<file path="src/slcd_pkg.sv">
`timescale 1ns / 1ps
package slcd_pkg;

    localparam int unsigned EVENT_W = 3;

    typedef enum logic [EVENT_W-1:0] {
        EV_NONE     = 3'd0,
        EV_SYNC     = 3'd1,
        EV_STORED   = 3'd2,
        EV_GOOD     = 3'd3,
        EV_BADSUM   = 3'd4,
        EV_OVERFLOW = 3'd5,
        EV_TIMEOUT  = 3'd6
    } t_event;

    localparam logic [7:0] CFG_SYNC_BYTE     = 8'd0;
    localparam logic [7:0] CFG_TIMEOUT_TICKS = 8'd1;

    localparam logic [7:0]  SYNC_BYTE_RESET     = 8'd170;
    localparam logic [15:0] TIMEOUT_TICKS_RESET = 16'd3;

    localparam logic FUNC_BYTE = 1'b0;
    localparam logic FUNC_TICK = 1'b1;

    typedef struct packed {
        t_event     event_res;
        logic [7:0] data_byte;
        logic [7:0] store_index;
    } t_result;

    typedef struct packed {
        logic synced;
        logic have_length;
        logic frame_ready;
    } t_front_stat;

endpackage

</file>
<file path="src/slcd_front.sv">
`timescale 1ns / 1ps
module slcd_front import slcd_pkg::*; #(
    parameter int unsigned BUF_DEPTH = 32
) (
    input  logic        i_clk,
    input  logic        i_rst_n,
    input  logic        i_accept,
    input  logic        i_func,
    input  logic [7:0]  i_rx_byte,
    input  logic [7:0]  i_sync_byte,
    input  logic [15:0] i_timeout_ticks,
    output t_result     o_result,
    output t_front_stat o_stat
);

    logic        r_synced, n_synced;
    logic        r_have_length, n_have_length;
    logic [7:0]  r_remaining, n_remaining;
    logic [7:0]  r_sum, n_sum;
    logic [7:0]  r_count, n_count;
    logic [15:0] r_idle, n_idle;
    logic        r_frame_ready, n_frame_ready;
    t_result     n_result;

    always_comb begin
        n_synced      = r_synced;
        n_have_length = r_have_length;
        n_remaining   = r_remaining;
        n_sum         = r_sum;
        n_count       = r_count;
        n_idle        = r_idle;
        n_frame_ready = r_frame_ready;
        n_result.event_res   = EV_NONE;
        n_result.data_byte   = 8'd0;
        n_result.store_index = 8'd0;
        if (i_func == FUNC_TICK) begin
            if (r_idle != 16'hFFFF) begin
                n_idle = r_idle + 16'd1;
            end
            if (r_synced && (n_idle > i_timeout_ticks)) begin
                n_synced      = 1'b0;
                n_have_length = 1'b0;
                n_result.event_res = EV_TIMEOUT;
            end
        end else begin
            n_idle = 16'd0;
            if (!r_synced) begin
                if (i_rx_byte == i_sync_byte) begin
                    n_synced      = 1'b1;
                    n_frame_ready = 1'b0;
                    n_result.event_res = EV_SYNC;
                end
            end else if (!r_have_length) begin
                n_have_length = 1'b1;
                n_sum         = i_rx_byte;
                n_remaining   = i_rx_byte - 8'd1;
                n_count       = 8'd0;
            end else begin
                n_sum       = r_sum + i_rx_byte;
                n_remaining = r_remaining - 8'd1;
                if (n_remaining == 8'd0) begin
                    n_synced      = 1'b0;
                    n_have_length = 1'b0;
                    if (n_sum == 8'd0) begin
                        n_frame_ready = 1'b1;
                        n_result.event_res = EV_GOOD;
                    end else begin
                        n_result.event_res = EV_BADSUM;
                    end
                end else if (r_count < 8'(BUF_DEPTH)) begin
                    n_count = r_count + 8'd1;
                    n_result.event_res = EV_STORED;
                    n_result.data_byte = i_rx_byte;
                end else begin
                    n_synced      = 1'b0;
                    n_have_length = 1'b0;
                    n_result.event_res = EV_OVERFLOW;
                end
            end
        end
        // A stored byte reports its buffer slot; every other event the count.
        if (n_result.event_res == EV_STORED) begin
            n_result.store_index = r_count;
        end else begin
            n_result.store_index = n_count;
        end
    end

    always_ff @(posedge i_clk) begin
        if (!i_rst_n) begin
            r_synced      <= 1'b0;
            r_have_length <= 1'b0;
            r_remaining   <= 8'd0;
            r_sum         <= 8'd0;
            r_count       <= 8'd0;
            r_idle        <= 16'd0;
            r_frame_ready <= 1'b0;
        end else if (i_accept) begin
            r_synced      <= n_synced;
            r_have_length <= n_have_length;
            r_remaining   <= n_remaining;
            r_sum         <= n_sum;
            r_count       <= n_count;
            r_idle        <= n_idle;
            r_frame_ready <= n_frame_ready;
        end
    end

    assign o_result           = n_result;
    assign o_stat.synced      = r_synced;
    assign o_stat.have_length = r_have_length;
    assign o_stat.frame_ready = r_frame_ready;

endmodule

</file>
<file path="src/slcd_fifo.sv">
`timescale 1ns / 1ps
module slcd_fifo import slcd_pkg::*; #(
    parameter int unsigned DEPTH = 4
) (
    input  logic    i_clk,
    input  logic    i_rst_n,
    input  logic    i_push,
    input  t_result i_data,
    output logic    o_full,
    input  logic    i_pop,
    output logic    o_empty,
    output t_result o_data
);

    localparam int unsigned PTR_W = (DEPTH > 1) ? $clog2(DEPTH) : 1;

    t_result        r_mem [DEPTH];
    logic [PTR_W:0] r_wr_ptr;
    logic [PTR_W:0] r_rd_ptr;

    assign o_empty = (r_wr_ptr == r_rd_ptr);
    assign o_full  = (r_wr_ptr[PTR_W] != r_rd_ptr[PTR_W]) &&
                     (r_wr_ptr[PTR_W-1:0] == r_rd_ptr[PTR_W-1:0]);
    assign o_data  = r_mem[r_rd_ptr[PTR_W-1:0]];

    always_ff @(posedge i_clk) begin
        if (i_push) begin
            r_mem[r_wr_ptr[PTR_W-1:0]] <= i_data;
        end
    end

    always_ff @(posedge i_clk) begin
        if (!i_rst_n) begin
            r_wr_ptr <= '0;
            r_rd_ptr <= '0;
        end else begin
            if (i_push) begin
                r_wr_ptr <= r_wr_ptr + 1'b1;
            end
            if (i_pop) begin
                r_rd_ptr <= r_rd_ptr + 1'b1;
            end
        end
    end

endmodule

</file>
<file path="src/slcd_back.sv">
`timescale 1ns / 1ps
module slcd_back import slcd_pkg::*; #(
    parameter int unsigned BUF_DEPTH = 32
) (
    input  logic    i_clk,
    input  logic    i_rst_n,
    input  logic    i_empty,
    input  t_result i_data,
    output logic    o_pop,
    output logic    o_valid,
    input  logic    i_ready,
    output t_result o_data
);

    localparam int unsigned ADDR_W = (BUF_DEPTH > 1) ? $clog2(BUF_DEPTH) : 1;

    logic [7:0] r_payload_store [BUF_DEPTH];
    logic       r_valid;
    t_result    r_data;

    // A queued result reloads the output register if empty or drained.
    assign o_pop = !i_empty && (!r_valid || i_ready);

    always_ff @(posedge i_clk) begin
        if (o_pop && (i_data.event_res == EV_STORED)) begin
            r_payload_store[i_data.store_index[ADDR_W-1:0]] <= i_data.data_byte;
        end
    end

    always_ff @(posedge i_clk) begin
        if (o_pop) begin
            r_data <= i_data;
        end
    end

    always_ff @(posedge i_clk) begin
        if (!i_rst_n) begin
            r_valid <= 1'b0;
        end else if (o_pop) begin
            r_valid <= 1'b1;
        end else if (i_ready) begin
            r_valid <= 1'b0;
        end
    end

    assign o_valid = r_valid;
    assign o_data  = r_data;

endmodule

</file>
<file path="src/sync_length_checksum_deframer_core.sv">
`timescale 1ns / 1ps
// An accepted input writes its result into the result queue, which feeds the output
// register on the master side. Throughput: one item per cycle while the queue is not
// full; the four-entry queue plus the output register absorb master-side stalls.
// Reset: synchronous, active low; clears frame state, idle count, queue and output valid.
// The payload store holds no reset value and needs no clearing pass.
module sync_length_checksum_deframer_core import slcd_pkg::*; #(
    parameter int unsigned BUF_DEPTH = 32
) (
    input  logic        i_clk,
    input  logic        i_rst_n,
    input  logic        s_axis_tvalid,
    output logic        s_axis_tready,
    input  logic [7:0]  s_axis_tdata,   // [7:0] rx_byte
    input  logic        s_axis_tuser,   // [0] func
    output logic        m_axis_tvalid,
    input  logic        m_axis_tready,
    output logic [15:0] m_axis_tdata,   // [7:0] data_byte, [15:8] store_index
    output logic [2:0]  m_axis_tuser,   // [2:0] event_res
    input  logic        i_cfg_valid,
    output logic        o_cfg_ready,
    input  logic [7:0]  i_cfg_index,
    input  logic [15:0] i_cfg_data
);

    logic [7:0]  r_sync_byte;
    logic [15:0] r_timeout_ticks;

    logic        s_accept;
    logic        fifo_full;
    logic        fifo_empty;
    logic        fifo_pop;
    t_result     front_result;
    t_result     fifo_data;
    t_result     out_data;
    t_front_stat front_stat;

    assign o_cfg_ready = 1'b1;

    always_ff @(posedge i_clk) begin
        if (!i_rst_n) begin
            r_sync_byte     <= SYNC_BYTE_RESET;
            r_timeout_ticks <= TIMEOUT_TICKS_RESET;
        end else if (i_cfg_valid) begin
            case (i_cfg_index)
                CFG_SYNC_BYTE:     r_sync_byte     <= i_cfg_data[7:0];
                CFG_TIMEOUT_TICKS: r_timeout_ticks <= i_cfg_data;
                default: ;
            endcase
        end
    end

    assign s_axis_tready = !fifo_full;
    assign s_accept      = s_axis_tvalid && s_axis_tready;

    slcd_front #(
        .BUF_DEPTH(BUF_DEPTH)
    ) u_front (
        .i_clk          (i_clk),
        .i_rst_n        (i_rst_n),
        .i_accept       (s_accept),
        .i_func         (s_axis_tuser),
        .i_rx_byte      (s_axis_tdata),
        .i_sync_byte    (r_sync_byte),
        .i_timeout_ticks(r_timeout_ticks),
        .o_result       (front_result),
        .o_stat         (front_stat)
    );

    slcd_fifo #(
        .DEPTH(4)
    ) u_fifo (
        .i_clk  (i_clk),
        .i_rst_n(i_rst_n),
        .i_push (s_accept),
        .i_data (front_result),
        .o_full (fifo_full),
        .i_pop  (fifo_pop),
        .o_empty(fifo_empty),
        .o_data (fifo_data)
    );

    slcd_back #(
        .BUF_DEPTH(BUF_DEPTH)
    ) u_back (
        .i_clk  (i_clk),
        .i_rst_n(i_rst_n),
        .i_empty(fifo_empty),
        .i_data (fifo_data),
        .o_pop  (fifo_pop),
        .o_valid(m_axis_tvalid),
        .i_ready(m_axis_tready),
        .o_data (out_data)
    );

    assign m_axis_tdata = {out_data.store_index, out_data.data_byte};
    assign m_axis_tuser = out_data.event_res;

    // A length can only be pending inside an open frame.
    a_length_needs_sync: assert property (@(posedge i_clk) disable iff (!i_rst_n)
        front_stat.have_length |-> front_stat.synced)
        else $error("length held outside a frame");

    // A good frame is flagged only by an accepted byte.
    a_ready_from_byte: assert property (@(posedge i_clk) disable iff (!i_rst_n)
        $rose(front_stat.frame_ready) |->
            $past(s_accept) && ($past(s_axis_tuser) == FUNC_BYTE))
        else $error("frame ready set without a byte");

    // A stored byte always lands inside the payload buffer.
    a_store_in_range: assert property (@(posedge i_clk) disable iff (!i_rst_n)
        (m_axis_tvalid && (m_axis_tuser == EV_STORED)) |->
            (m_axis_tdata[15:8] < 8'(BUF_DEPTH)))
        else $error("store index beyond buffer");

    // The output holds no result right after reset.
    a_reset_empty: assert property (@(posedge i_clk)
        !i_rst_n |=> !m_axis_tvalid)
        else $error("result valid after reset");

endmodule

</file>
<file path="config.mk">
export PLATFORM = sky130hd
export DESIGN_NAME = sync_length_checksum_deframer_core
export DESIGN_NICKNAME = d
export VERILOG_FILES = /design/src/slcd_pkg.sv /design/src/slcd_front.sv /design/src/slcd_fifo.sv /design/src/slcd_back.sv /design/src/sync_length_checksum_deframer_core.sv
export SDC_FILE = /design/constraint.sdc
export NUM_CORES = 1
export LEC_CHECK = 0
export BUFFER_PORTS_ARGS = -buffer_cell sky130_fd_sc_hd__buf_2
export CAP_MARGIN = 15
export CELL_PAD_IN_SITES_DETAIL_PLACEMENT = 2
export CELL_PAD_IN_SITES_GLOBAL_PLACEMENT = 2
export CORE_MARGIN = 2
export CORE_UTILIZATION = 38
export CTS_BUF_LIST = sky130_fd_sc_hd__clkbuf_4
export DETAILED_ROUTE_END_ITERATION = 6
export MAX_ROUTING_LAYER = met4
export PLACE_DENSITY_LB_ADDON = 0.1
export SETUP_SLACK_MARGIN = 0.02
export SYNTH_ARGS = -nofsm -noshare
export SYNTH_HDL_FRONTEND = slang
export SYNTH_SLANG_ARGS = --single-unit
</file>
<file path="constraint.sdc">
create_clock -name i_clk -period 3.15 [get_ports i_clk]
set_input_delay 0.1575 -clock i_clk [delete_from_list [all_inputs] [get_ports i_clk]]
set_output_delay 0.1575 -clock i_clk [all_outputs]
set_load 0.03 [all_outputs]
</file>
Word-level counts from Yosys, hierarchy flattened. Memory sizes are Yosys's and may differ from the RTL's. A register that Yosys moved wholly into a read port is not among the register bits. Index checks and enable logic that the tools add are counted.

$add $sub $neg: 7. Order comparisons: 2. Eq/ne operators: 8. Multiplexer cells: 36. Bitwise operators: 1. Reduce and logical (&&, ||, !) cells: 18.

Operators by type and width (count): 8-bit 2-to-1 mux (12); 16-bit 2-to-1 mux (3); 8-bit zero test (3); 3-bit 2-to-1 mux (6); 16-bit by 1-bit adder with 16-bit output (second input constant) (1); 16-bit > comparator (1); 16-bit inequality test (second input constant) (1); 8-bit by 1-bit subtractor with 8-bit output (second input constant) (2); 1-bit 2-to-1 mux (14); 11-bit 2-to-1 mux (1); 8-bit by 1-bit adder with 8-bit output (second input constant) (1); 8-bit adder (1); 8-bit by 1-bit == test with 1-bit output (second input constant) (1); 8-bit == test (1); 8-bit by 6-bit less-than comparator with 1-bit output (second input constant) (1); 3-bit by 1-bit adder with 3-bit output (second input constant) (2); 2-bit AND reduction (3); 3-bit AND reduction (2); 1-bit logical AND (4); 2-bit nonzero test (2); 3-bit by 2-bit == test with 1-bit output (second input constant) (1); 3-bit == test (1); 1-bit zero test (3); 2-bit == test (1); other kinds (4) (4).

Bits in registers: 73. Bits in writable memories: 76. Bits of input ports: 38. Output and inout bits: 22. Logic and storage cells: 84. Memories: 1.

Memories: u_fifo.r_mem (words 4, bits a word 19, rd ports 1, clocked after Yosys merged registers in 1, wr ports 1, RTL line slcd_fifo.sv:17) `t_result r_mem [DEPTH];`.

Longest topological paths before layout.
Word-level depth: 9. Mapped depth: 14. Depth with buffers taken out: 13.

By module. Synthesis repeated with hierarchy kept, for this count alone.

Cells, all modules: 743. Area, all modules: 8398.1 um^2.

By module, submodules not included: slcd_front (instances 1, cells an instance 470, area an instance 3568.4 um^2, sequential area each 860.8 um^2); slcd_fifo (instances 1, cells an instance 140, area an instance 3188.1 um^2, sequential area each 2442.3 um^2); sync_length_checksum_deframer_core (instances 1, cells an instance 110, area an instance 1027.2 um^2, sequential area each 480.5 um^2); slcd_back (instances 1, cells an instance 23, area an instance 614.3 um^2, sequential area each 590.6 um^2).

Least setup slack after synthesis. Ideal clock, no wire load.

Kind: register -> register. From: register u_front.r_idle[2]. To: register u_front.r_have_length. Library setup time: 0.070 ns. Arrival time: 3.061 ns. Data required time: 3.080 ns. Setup slack: 0.018 ns. Stages on the path, launching flop included: 15. Buffers on the path: 2. Period minus slack after synthesis: 3.132 ns. Cell sequence: dfxtp_1 > buf_2 > and4_1 > and4_1 > buf_2 > a31oi_2 > and3_1 > xor2_1 > ha_1 > a21o_1 > a221o_1 > a31oi_1 > a31oi_1 > or3_1 > a21oi_1.

Word-level cells in the longest chain between the ends: 7. Elaborated cells on any way between the ends: 8. Those cells by class: add/sub (1); order compare (1); eq/ne (2); mux (2); reduce/logical (2).

Ends and longest elaborated chain: start: declaration (RTL line slcd_front.sv:21) `logic [15:0] r_idle, n_idle;`; start signal: assignment (RTL line slcd_front.sv:104) `r_idle <= n_idle;`; 16-bit by 1-bit adder with 16-bit output or 16-bit inequality test (tied branches) (RTL line slcd_front.sv:38, slcd_front.sv:37); 16-bit 2-to-1 mux * (RTL line slcd_front.sv:37) `if (r_idle != 16'hFFFF) begin`; 16-bit 2-to-1 mux * (RTL line slcd_front.sv:36) `if (i_func == FUNC_TICK) begin`; 16-bit > comparator * (RTL line slcd_front.sv:40) `if (r_synced && (n_idle > i_timeout_ticks)) begin`; 1-bit logical AND * (RTL line slcd_front.sv:40); 2-bit by 1-bit inequality test with 1-bit output (no source line) *; 3-bit AND reduction (no source line) *; end signal: assignment (RTL line slcd_front.sv:100) `r_have_length <= n_have_length;`; end: declaration (RTL line slcd_front.sv:17) `logic r_have_length, n_have_length;`.

Every way passes the cells marked *; elsewhere a longest branch is shown, timed or not. The select of a mux whose other input is x is not followed. A chain may end at the register's enable or synchronous reset.

==> flow_summary.toml <==
[clocking]
insertion_delay_ns = 0.58
cts_tree = "yes"
cts_buffers = 17
clock_path_buffers = 2
clock-sinks = 168
root_buffer = "clkbuf_4"
cts.clk_slew.worst_paths_ns = 0.18
cts_htree_levels = 4

[synthesis]
syn_inst = 708
ys_seq_area_share_pct = 53.0
synth-simple-area-share_pct = 15.2
avgSynthCellArea_um2 = 11.5
synth_fp_nets = 780
ys.flop_type = "edfxtp_1"
synthTopCellsByArea = "edfxtp_1 (35%), dfxtp_1 (18%), mux4_2 (5.3%)"
synth.ff_latch_count = 168
synth-compound-area-share_pct = 9.67
synth_adder_area_share_pct = 5.32
yosysWarnings = 0
syn_area_um2 = 8140
synth.mux.area_fraction_pct = 9.88
netlist.area_leader.share_pct = 35.0
synth_xor_area_share_pct = 3.77
yosysTopAreaCell = "edfxtp_1"
synth_top_family_by_area = "simple AND/OR/NAND/NOR gates"
synth_cell_type_count = 71
synth-edff-count = 95
synthArstFlopShare_pct = 0

[cells_and_area]
n_fill_cell = 2160
drive_gt1_share_pct = 25.1
final_nets = 900
syn_to_final_growth_pct = 19.5

[critical_path]
crit_type = "flip-flop to flip-flop"
start_kind = "flip-flop"
setup.worst_path.end_class = "flip-flop"
critPathArrivalTime_ns = 3.42
worstPathRequired_ns = 3.46
crit_fanout = 5
rrSetupSlack_ns = 0.05

[sta]
rsz0062_at_grt = "true"
clock_skew_ns = 0.0444
finalWorstSetupSlack_ns = 0.0469
tightest_slew_ns = 1.05
post-route-period-util_pct = 98.5
setup_viol = 0
finalHoldViolCount = 0
slew_violations = 0
max_slew_margin_pct = 29.7
fmax_mhz = 322
final.min_clock_period_ns = 3.10
timing.hold.ws_ns = 0.0302

[detailed_routing]
drc_errors = 0
ant_nets = 0
route.met3.wl_um = 630
wl_met1_um = 10200
topRoutingLayerUsed = "met4"
routed_via_density = 5.53
first_pass_iters = 6
detail_route.wl_per_cell_um = 21.4
drtIter0Drc = 262
routed_wirelength_um = 23800
met2_length_um = 12800
vias = 6179

[global_route]
antenna_found_initial = 1
grt_pass1_wl_um = 38000
overflow = 0
grt_max_degree = 34
grt_usage_pct = 22.6
grt_pass1_vias = 6891

[place]
port_buffers = 58
pre_cts_ws_ns = -0.342
dp_hpwl_um = 16900
gp_congestion = 0.817

[floorplan]
rows = 53
chipWidth_um = 150
start_util_pct = 38.7
io_pins = 60
core_um2 = 21000
die-area_um2 = 22600
floorplan.die.height_um = 150

[run_status]
outcome = "complete, no violations"

[power_and_ir_drop]
p_per_area_nw_per_um2 = 520
p_leak_uw = 0.00372
ir_worst_vdd_mv = 0.173

[hold_path]
hold_class = "input port to flip-flop"

[run]
drv_cap = 0
-- power by group --
group / leakage (µW) / total [µW] / switching, µW / internal (µW)
combinational: 0.00207 / 1150 / 750 / 395
clock: 0.000151 / 1270 / 905 / 363
sequential: 0.00150 / 2650 / 72.4 / 2580
total: 0.00372 / 5060 / 1730 / 3340
-- cell usage in the layout (no fill, tap or decap), drive strengths merged, types with 3 or more instances in the layout --
| cell | n |
|---|---|
| buf | 113 |
| edfxtp | 95 |
| dfxtp | 73 |
| nor2 | 61 |
| nand2 | 39 |
| inv | 37 |
| a21oi | 34 |
| ha | 33 |
| mux2i | 32 |
| nand3 | 29 |
| dlygate4sd3 | 22 |
| xor2 | 20 |
| mux4 | 19 |
| clkbuf | 17 |
| and3 | 17 |
| xnor2 | 15 |
| o21ai | 15 |
| nand4 | 14 |
| nor3 | 13 |
| nor2b | 13 |
| a211oi | 9 |
| nor4 | 9 |
| or3 | 8 |
| nand2b | 8 |
| and2 | 7 |
| a21o | 6 |
| o211ai | 6 |
| o31ai | 6 |
| a31oi | 6 |
| clkinv | 6 |
| or3b | 5 |
| mux2 | 5 |
| a22oi | 4 |
| or4 | 4 |
| o311ai | 4 |
| nor3b | 3 |
| a221oi | 3 |
-- cells in the mapped netlist, drive strengths merged (6+ instances only) --
master  instances
a21o            6
and2            7
o21ai          15
nor2b          13
clkbuf         27
o31ai           6
xor2           20
nand2b          8
a211oi          9
inv            29
xnor2          15
and3           17
dfxtp          73
nand2          39
a21oi          34
or3             8
buf             7
mux4           19
ha             33
nand3          29
nor4            9
mux2i          32
edfxtp         95
nand4          14
a31oi           6
nor2           61
o211ai          6
nor3           13
-- critical path: stages (launching register included) --
cell     delay [ns]
dfxtp_2        0.40
buf_4          0.16
and2_1         0.18
nand4_1        0.18
buf_4          0.21
xor2_1         0.13
nand2_1        0.07
ha_1           0.19
or3_1          0.37
a221o_1        0.31
a31oi_4        0.21
a31oi_4        0.14
a32o_1         0.27
-- cells by family (layout without fill, tap and decap cells) --
| kind of cell | Yosys count | count (layout) |
|---|---|---|
| other | 1 | 2 |
| AO/OA/AOI/OAI | 114 | 114 |
| multiplexers | 56 | 56 |
| XOR/XNOR | 35 | 35 |
| flip-flops | 168 | 168 |
| adder cells (fa/ha/maj) | 34 | 34 |
| buffers and inverters | 63 | 196 |
| AND/OR/NAND/NOR | 237 | 237 |
-- per-layer routing --
metal,global-route usage [%],vias up
li1,-,2883
met1,26.7,3171
met2,40.5,103
met3,3.48,22
met4,5.47,0
met5,-,-
-- metrics by stage --
| stage | power (µW) | setup TNS, ns | std cells | utilization, % | cell area (µm²) |
|---|---|---|---|---|---|
| final | 5060 | 0 | 1117 | 46.3 | 9730 |
| after global routing | 5320 | -0.576 | 1117 | 46.3 | 9730 |
| after CTS | 5140 | -0.0405 | 1116 | 46.1 | 9680 |
| after detailed placement | 3850 | -2.25 | 1060 | 43.0 | 9050 |
| after global placement | 3780 | -0.721 | 1060 | 43.0 | 9050 |
| after floorplan | 3460 | 0 | 708 | - | 8150 |
-- repair_timing --
action,CTS,global route
resized for setup,27,10
pin swaps,9,11
buffers inserted,2,0
cloned,0,0
endpoints found under the hold margin,30,0
hold buffers,22,0
setup endpoints to repair,10,10
-- area by class of cell --
class	instances	area, µm²	area share, %
Sequential cell	168	4320	44.4
Multi-Input combinational cell	477	3740	38.5
Timing Repair Buffer	135	927	9.53
Tap cell	275	344	3.54
Clock inverter	15	155	1.59
Clock buffer	17	128	1.31
Inverter	29	109	1.12
Antenna cell	1	2.50	0.0257
-- worst paths after layout --
path | from | to | cells past startpoint
worst min-delay path | s_axis_tuser | u_front.r_idle[15] | 3
worst min register to register | u_front.r_remaining[1] | u_front.r_remaining[1] | 2
worst max-delay path | u_front.r_idle[0] | u_fifo.r_mem[0][18] | 12
worst max register to register | u_front.r_idle[0] | u_fifo.r_mem[0][18] | 12
-- state kept, by name, summed over array words and instances (netlist names) --
signal,flops
u_back.o_data,19
u_fifo.r_mem,76
u_fifo.r_rd_ptr,3
u_front.r_have_length,1
u_back.o_valid,1
u_fifo.r_wr_ptr,3
u_front.r_count,8
u_front.r_sum,8
r_timeout_ticks,16
u_front.r_remaining,8
u_front.r_synced,1
u_front.r_idle,16
r_sync_byte,8
Power figures use the tool's default switching activity.
